$ cat src/hdl/scpz_pkg.sv
// Shared types and constants for the z-order sorted cell pool.
// Depends on nothing; every other file imports it.
package scpz_pkg;

    localparam int CAPACITY_DEF   = 256;
    localparam int COORD_BITS_DEF = 16;

    typedef enum logic [1:0] {
        OP_CREATE = 2'd0,
        OP_GET    = 2'd1,
        OP_MARK   = 2'd2,
        OP_SORT   = 2'd3
    } op_t;

    typedef enum logic [1:0] {
        ST_OK       = 2'd0,
        ST_VALID    = 2'd1,
        ST_DANGLING = 2'd2,
        ST_FULL     = 2'd3
    } status_t;

    typedef struct packed {
        op_t                op;
        logic               handle_valid;
        logic [7:0]         handle_id;
        logic signed [15:0] point_i;
        logic signed [15:0] point_j;
        logic signed [15:0] point_k;
        logic               cell_empty;
    } req_word_t;

    typedef struct packed {
        logic [7:0]         cell_id;
        logic [7:0]         slot;
        logic signed [15:0] out_i;
        logic signed [15:0] out_j;
        logic signed [15:0] out_k;
        logic               reused;
        status_t            status;
    } rsp_word_t;

    typedef enum logic [1:0] {RD_N, RD_M1, RD_IDX} rd_sel_t;
    typedef enum logic [2:0] {WR_REUSE, WR_APPEND, WR_MARK, WR_SHIFT, WR_X} wr_sel_t;
    typedef enum logic {IDX_APPEND, IDX_REBUILD} idx_sel_t;
    typedef enum logic [2:0] {
        RES_REUSE, RES_APPEND, RES_FULL, RES_UNKNOWN, RES_LOOKUP, RES_SORT
    } res_sel_t;

    typedef struct packed {
        logic     cap;
        logic     n_clr;
        logic     n_one;
        logic     n_inc;
        logic     m_load;
        logic     m_dec;
        logic     x_load;
        logic     rd_en;
        rd_sel_t  rd_sel;
        logic     idx_rd;
        logic     wr_en;
        wr_sel_t  wr_sel;
        logic     idx_wr;
        idx_sel_t idx_sel;
        logic     cnt_inc;
        logic     res_en;
        res_sel_t res_sel;
        logic     out_load;
    } cmd_t;

    typedef struct packed {
        op_t  op;
        logic handle_valid;
        logic known;
        logic n_ge;
        logic m_zero;
        logic full;
        logic is_free;
        logic ahead;
        logic out_free;
    } sts_t;

endpackage

$ cat src/hdl/scpz_ctrl.sv
// Controller state machine: sequences create scan, lookup, insertion sort, index rebuild.
// Depends on scpz_pkg; commands scpz_datapath.
module scpz_ctrl import scpz_pkg::*; (
    input  logic clk,
    input  logic rst_n,
    input  logic req_valid,
    output logic req_ready,
    input  sts_t sts,
    output cmd_t cmd
);

    typedef enum logic [14:0] {
        S_IDLE      = 15'b000000000000001,
        S_DISPATCH  = 15'b000000000000010,
        S_SCAN_RD   = 15'b000000000000100,
        S_SCAN_CHK  = 15'b000000000001000,
        S_APPEND    = 15'b000000000010000,
        S_LOOK_RD   = 15'b000000000100000,
        S_LOOK_SLOT = 15'b000000001000000,
        S_LOOK_DONE = 15'b000000010000000,
        S_SORT_N    = 15'b000000100000000,
        S_SORT_LD   = 15'b000001000000000,
        S_SORT_RD   = 15'b000010000000000,
        S_SORT_CMP  = 15'b000100000000000,
        S_REB_RD    = 15'b001000000000000,
        S_REB_W     = 15'b010000000000000,
        S_DONE      = 15'b100000000000000
    } state_t;

    state_t state_reg, state_next;

    assign req_ready = state_reg == S_IDLE;

    always_comb
    begin
        cmd        = '0;
        state_next = state_reg;
        unique case (state_reg)
            S_IDLE:
                if (req_valid)
                begin
                    cmd.cap    = 1'b1;
                    state_next = S_DISPATCH;
                end
            S_DISPATCH:
                if (sts.op == OP_SORT)
                begin
                    cmd.n_one  = 1'b1;
                    state_next = S_SORT_N;
                end
                else if (sts.op == OP_CREATE && !sts.handle_valid)
                begin
                    cmd.n_clr  = 1'b1;
                    state_next = S_SCAN_RD;
                end
                else
                    state_next = S_LOOK_RD;
            S_SCAN_RD:
                if (sts.n_ge)
                    state_next = S_APPEND;
                else
                begin
                    cmd.rd_en  = 1'b1;
                    cmd.rd_sel = RD_N;
                    state_next = S_SCAN_CHK;
                end
            S_SCAN_CHK:
                if (sts.is_free)
                begin
                    cmd.wr_en   = 1'b1;
                    cmd.wr_sel  = WR_REUSE;
                    cmd.res_en  = 1'b1;
                    cmd.res_sel = RES_REUSE;
                    state_next  = S_DONE;
                end
                else
                begin
                    cmd.n_inc  = 1'b1;
                    state_next = S_SCAN_RD;
                end
            S_APPEND:
            begin
                cmd.res_en = 1'b1;
                state_next = S_DONE;
                if (sts.full)
                    cmd.res_sel = RES_FULL;
                else
                begin
                    cmd.res_sel = RES_APPEND;
                    cmd.wr_en   = 1'b1;
                    cmd.wr_sel  = WR_APPEND;
                    cmd.idx_wr  = 1'b1;
                    cmd.idx_sel = IDX_APPEND;
                    cmd.cnt_inc = 1'b1;
                end
            end
            S_LOOK_RD:
                if (!sts.known)
                begin
                    cmd.res_en  = 1'b1;
                    cmd.res_sel = RES_UNKNOWN;
                    state_next  = S_DONE;
                end
                else
                begin
                    cmd.idx_rd = 1'b1;
                    state_next = S_LOOK_SLOT;
                end
            S_LOOK_SLOT:
            begin
                cmd.rd_en  = 1'b1;
                cmd.rd_sel = RD_IDX;
                state_next = S_LOOK_DONE;
            end
            S_LOOK_DONE:
            begin
                cmd.res_en  = 1'b1;
                cmd.res_sel = RES_LOOKUP;
                cmd.wr_en   = sts.op == OP_MARK;
                cmd.wr_sel  = WR_MARK;
                state_next  = S_DONE;
            end
            S_SORT_N:
                if (sts.n_ge)
                begin
                    cmd.n_clr  = 1'b1;
                    state_next = S_REB_RD;
                end
                else
                begin
                    cmd.rd_en  = 1'b1;
                    cmd.rd_sel = RD_N;
                    state_next = S_SORT_LD;
                end
            S_SORT_LD:
            begin
                cmd.x_load = 1'b1;
                cmd.m_load = 1'b1;
                state_next = S_SORT_RD;
            end
            S_SORT_RD:
                if (sts.m_zero)
                begin
                    cmd.wr_en  = 1'b1;
                    cmd.wr_sel = WR_X;
                    cmd.n_inc  = 1'b1;
                    state_next = S_SORT_N;
                end
                else
                begin
                    cmd.rd_en  = 1'b1;
                    cmd.rd_sel = RD_M1;
                    state_next = S_SORT_CMP;
                end
            S_SORT_CMP:
            begin
                cmd.wr_en = 1'b1;
                if (sts.ahead)
                begin
                    cmd.wr_sel = WR_SHIFT;
                    cmd.m_dec  = 1'b1;
                    state_next = S_SORT_RD;
                end
                else
                begin
                    cmd.wr_sel = WR_X;
                    cmd.n_inc  = 1'b1;
                    state_next = S_SORT_N;
                end
            end
            S_REB_RD:
                if (sts.n_ge)
                begin
                    cmd.res_en  = 1'b1;
                    cmd.res_sel = RES_SORT;
                    state_next  = S_DONE;
                end
                else
                begin
                    cmd.rd_en  = 1'b1;
                    cmd.rd_sel = RD_N;
                    state_next = S_REB_W;
                end
            S_REB_W:
            begin
                cmd.idx_wr  = 1'b1;
                cmd.idx_sel = IDX_REBUILD;
                cmd.n_inc   = 1'b1;
                state_next  = S_REB_RD;
            end
            S_DONE:
                if (sts.out_free)
                begin
                    cmd.out_load = 1'b1;
                    state_next   = S_IDLE;
                end
            default:
                state_next = S_IDLE;
        endcase
    end

    always_ff @(posedge clk or negedge rst_n)
    begin
        if (!rst_n)
            state_reg <= S_IDLE;
        else
            state_reg <= state_next;
    end

endmodule

$ cat config.mk
export PLATFORM = sky130hd
export DESIGN_NAME = scpz_ctrl
export DESIGN_NICKNAME = d
export VERILOG_FILES = /design/src/hdl/scpz_pkg.sv /design/src/hdl/scpz_ctrl.sv
export SDC_FILE = /design/constraint.sdc
export NUM_CORES = 1
export LEC_CHECK = 0
export ABC_AREA = 1
export BUFFER_PORTS_ARGS = -buffer_cell sky130_fd_sc_hd__buf_2
export CORE_ASPECT_RATIO = 0.75
export CORE_MARGIN = 2
export CORE_UTILIZATION = 50
export CTS_CLUSTER_SIZE = 30
export DETAILED_ROUTE_END_ITERATION = 6
export GPL_TIMING_DRIVEN = 0
export HOLD_SLACK_MARGIN = 0.15
export PLACE_DENSITY = 0.79
export RECOVER_POWER = 50
export SYNTH_ARGS = -nofsm -noshare
export SYNTH_HDL_FRONTEND = slang
export SYNTH_SLANG_ARGS = --single-unit
export TNS_END_PERCENT = 10
$ cat constraint.sdc
create_clock -name clk -period 1.9 [get_ports clk]
set_clock_uncertainty 0.1 [all_clocks]
set_input_delay 0.095 -clock clk [delete_from_list [all_inputs] [get_ports clk]]
set_output_delay 0.095 -clock clk [all_outputs]
set_load 0.05 [all_outputs]
==> results of run 1 <==
[Yosys cell counts, types with 2 or more instances]
library cell | instances | area share
buf_6 | 2 | 0.020
dfrtp_1 | 14 | 0.31
inv_1 | 21 | 0.069
inv_2 | 5 | 0.016
nand2_1 | 43 | 0.14
nand2_2 | 5 | 0.027
nand2_4 | 2 | 0.020
nand3_1 | 15 | 0.066
nor2_1 | 35 | 0.11
nor2_2 | 7 | 0.038
nor2_4 | 4 | 0.039
nor3_1 | 4 | 0.017
nor4_1 | 2 | 0.011
o21ai_0 | 2 | 0.0087
o21ai_1 | 4 | 0.017
[metrics by stage]
step,hold slack [ns],instance area [sq um],worst slack [ns],utilization
3_5_place_dp,-0.07296,1366,0.04460,0.6555
3_3_place_gp,-0.07350,1366,0.07812,0.6555
2_1_floorplan,-0.3006,1156,-0.2175,-
4_1_cts,0.1781,1799,-0.1320,0.8631
[cells by family after synthesis]
family                 Yosys count  share of synthesized area
flip-flops                      15                     0.3290
buffers and inverters           29                     0.1115
AND/OR/NAND/NOR                124                     0.5257
AO/OA/AOI/OAI                    7                    0.03388
[what timing repair did]
item                                    CTS
pin swaps                                11
buffers inserted                         13
hold buffers                             13
hold endpoints to repair                 29
cloned                                    1
endpoints found under the setup margin   21
gates resized for setup                  52
[metal layers]
| metal | GRT usage | GRT overflow |
|---|---|---|
| met1 | 0.6221 | 0 |
| met2 | 0.7582 | 0 |
| met3 | 0.4205 | 0 |
| met4 | 0.5318 | 1 |
| met5 | 0.06122 | 0 |
==> impl_results.md, run 1 <==
- Status: did not finish
- Failed at: global routing
- First error message: [ERROR GRT-0232] Routing congestion too high. Check the congestion heatmap in the GUI.
- Total track usage: 0.5877
- Root Buffer: clkbuf_4
- Starting Density: 0.5492
- Synthesized cell area: 1145 sq um
- Clock sink total: 15
- Number of synthesized flops with an enable pin: 0
- Max clock buf depth: 2
- Netlist cell types: 25
- Die Height: 45.44 microns
- GRT Residual Overflow: 1
- Post-Syn Nets: 188
- Width of the die: 59.26 microns
- Post-synthesis cell count: 175
- Largest net degree at the start of global routing: 15
- Port Buffers: 36
- Dpl hpwl: 2311 microns
- #FFs+latches synth: 15
- Num CTS Buffers: 3
- Worst Endpoint after GRT Repair: cmd[21]
- Inst Count DP: 235
- Worst endpoint pin kind: output port
- Avg Inst Size Synth: 6.542 sq um
- # rows: 14
- Synth warn: 0
- Ys flop type: dfrtp_1
- Post-synthesis sequential area ratio: 0.3290
- Ys async rst share: 1.000
- # IOs: 37
- Htree depth: 1
- GP Congestion: 0.9287
==> inputs of run 2 (changes only) <==
CORE_AREA = 2 2 63 65   (was not set)
CORE_ASPECT_RATIO = not set   (was 0.75)
CORE_MARGIN = not set   (was 2)
CORE_UTILIZATION = not set   (was 50)
CTS_CLUSTER_SIZE = not set   (was 30)
DIE_AREA = 0 0 65 67   (was not set)
HOLD_SLACK_MARGIN = not set   (was 0.15)
PLACE_DENSITY = not set   (was 0.79)
PLACE_DENSITY_LB_ADDON = 0.15   (was not set)
==> run 2 against run 1 <==
Against the previous run:
- the flow now finishes, with violations (negative setup slack)
- synthesized area stayed put
- synthesized cell count stayed put
==> impl_results.md, run 2 <==
- Die Area: 4355 sq um
- Port Buffers: 36 (unchanged)
- RSZ-0062 raised after global routing: true
- CORE AREA: 3606 sq um
- Via count: 1275
- Post-synthesis cell count: 175 (unchanged)
- Post-DR wirelength/cell: 11.91 microns
- Ys async rst share: 1.000 (unchanged)
- Internal: 0.0009386 W
- Netlist cell types: 25 (unchanged)
- Slew Viols, Final: 0
- Period utilization: 1.052
- Max IR drop VDD: 0.5423 mV
- DRT Pass-1 Iters: 4
- Final #Nets: 254
- CP delay by family, top: simple AND/OR/NAND/NOR gates
- Top cell type's share of synthesized area: 0.3060 (unchanged)
- Final setup fails: 8
- Total track usage: 0.1634
- Slowest-stage cell, CP: dfrtp_1
- Worst-Skew Late Latency: 0.25 ns
- Clock transition at path regs: 0.06 ns
- Post-Syn Nets: 188 (unchanged)
- Clock sink total: 15 (unchanged)
- Routed WL: 3430 microns
- Post-synthesis sequential area ratio: 0.3290 (unchanged)
- Buf/Inv on CP: 2
- Htree depth: 1 (unchanged)
- Final Hold Viols: 0
- Ys flop type: dfrtp_1 (unchanged)
- Maximum fanout along the worst path: 4
- Num CTS Buffers: 3 (unchanged)
- Root Buffer: clkbuf_8 (was clkbuf_4)
- Ant diodes: 0
- Clock power share: 0.158
- Dpl hpwl: 2398 microns (was 2311 microns)
- Max-cap viol count: 0
- Max clock buf depth: 2 (unchanged)
- Top cells by area, synth: dfrtp_1, nand2_1, nor2_1 (unchanged)
- CP endpoint kind: output pin
- DRC viols: 0
- P_sw: 0.0007326 W
- Post-synth top cells: nand2_1, nor2_1, inv_1, nand3_1, dfrtp_1 (unchanged)
- Most common cell after layout, fill and taps aside: nand2_1
- # IOs: 37 (unchanged)
- Final ANT Viol Nets: 0
- Setup ws final: -0.09893 ns
- First-pass GRT wire length: 5409 microns
- Avg Inst Size Synth: 6.542 sq um (unchanged)
- #FFs+latches synth: 15 (unchanged)
- CP max stage delay: 0.43 ns
- Net Sw Frac: 0.4384
- Worst Tran Pin Value: 0.8838 ns
- Share of layout cells above drive strength 1: 0.4542
- HP Class: primary input to register
- Worst path required time: 1.70 ns
- Seq pwr share: 0.240
- Number of synthesized flops with an enable pin: 0 (unchanged)
- CTS tree: done
- Initial antenna violation count: 0
- Synth warn: 0 (unchanged)
- Failing checks: negative setup slack
- Area Overhead vs Synth: 65.46%
- Worst Path Arrival: 1.80 ns
- Synthesized cell area: 1145 sq um (unchanged)
- Inst Count DP: 259 (was 235)
- Fin cells: 288
- CP Cell Sequence: nor2_4 > nand2_4 > nor2_4 > inv_4 > nor3_4 > nand2_2 > and2_4 > nand2_4 > buf_8
- Most frequent cell after synthesis: nand2_1 (unchanged)
- Fin crit period: 1.999 ns
- Width of the die: 65 microns (was 59.26 microns)
- Crit path launch type: register
- Starting Density: 0.3175 (was 0.5492)
- Status: complete, but fails checks (was did not finish)
- Commonest non-fill, non-tap cells in the layout: nand2_1, nor2_1, buf_4
- Vias in the first global route: 1204
- # rows: 22 (was 14)
- Final hold slack: 0.008406 ns
- Critical path class: register to output pin
- 1st-iter DRT viols: 47
- Vias per cell: 4.427
- GRT Residual Overflow: 0
- Fmax: 0.5003 GHz
- Max reg flops: 15
- Power per cell area: 882.2 nW/um^2
- Largest net degree at the start of global routing: 16
- Worst slew margin: 0.4108
- GP Congestion: 0.7592 (was 0.9287)
- Comb pwr share: 0.601
- LEAKAGE: 1.027 nW
- Synth area leader: dfrtp_1 (unchanged)
- Die Height: 67 microns (was 45.44 microns)
## run 2: cell counts after synthesis
Identical to the previous run, type by type.
## run 2: tightest hold or removal path: stages
cell and delay [ns]:
buf_2 0.07, inv_1 0.05, nor2_1 0.10
## run 2: cells by family (layout without fill, tap and decap cells)
logic type / count (synthesis) / after routing / share of synthesized area
compound gates: 7 / 7 / 0.03388
buf+inv: 29 / 94 / 0.1115
flops: 15 / 15 / 0.3290
simple gates: 124 / 124 / 0.5257
## run 2: stage by stage
stage                       util  setup WS (ns)  instance area (sq um)  setup TNS (ns)  total power, W
after floorplan                -        -0.2175                   1156          -1.056       0.0009172
after global placement    0.3872       0.009780                   1396               0        0.001065
after detailed placement  0.3872        0.01932                   1396               0        0.001063
after CTS                 0.4757       -0.09005                   1715         -0.4642        0.001512
after global routing      0.5253        -0.1828                   1894          -1.616        0.001776
final                     0.5253       -0.09893                   1894         -0.4711        0.001671
## run 2: repair_timing
item | in CTS | in global routing
setup endpoints to repair | 18 | 24
cloned | 0 | 1
buffers inserted | 15 | 6
pin swaps | 12 | 8
hold buffers | 3 | 0
endpoints found under the hold margin | 19 | 0
resized for setup | 37 | 38
## run 2: power by group through the flow
| stage | registers [W] | clock network (W) | logic, W |
|---|---|---|---|
| 2_1_floorplan | 0.000390 | 0 | 0.000527 |
| 5_1_grt | 0.000406 | 0.000281 | 0.00109 |
| 4_1_cts | 0.000399 | 0.000273 | 0.000841 |
| 3_3_place_gp | 0.000397 | 0 | 0.000667 |
| 6_report | 0.000401 | 0.000265 | 0.00101 |
| 3_5_place_dp | 0.000398 | 0 | 0.000665 |
## run 2: area by class of cell
class                   count  area (sq um)
plain buffers               3         30.03
clock buffers               4         45.04
fillers                   368          1712
inverters                  26         100.1
multi-input cells         131         747.0
flip-flops and latches     15         376.6
well taps                  48         60.06
repair buffers             61         535.5
## run 2: worst paths after layout
check	startpoint	to	depth (start not counted)	slack [ns]
max	state_reg[14]	cmd[4]	9	-0.1
min reg2reg	state_reg[9]	state_reg[9]	3	0.56
max reg2reg	state_reg[14]	state_reg[0]	12	0.20
min in group asynchronous	rst_n	state_reg[3]	2	0.38
min	req_valid	state_reg[1]	3	0.008
max in group asynchronous	rst_n	state_reg[9]	2	0.78
## run 2: layer usage
| layer | GRT usage | share of wire |
|---|---|---|
| met1 | 0.2035 | 0.44 |
| met2 | 0.2861 | 0.50 |
| met3 | 0.03547 | 0.042 |
| met4 | 0.03989 | 0.011 |
| met5 | 0 | 0 |
No activity file was read; power rests on OpenSTA's default activity.
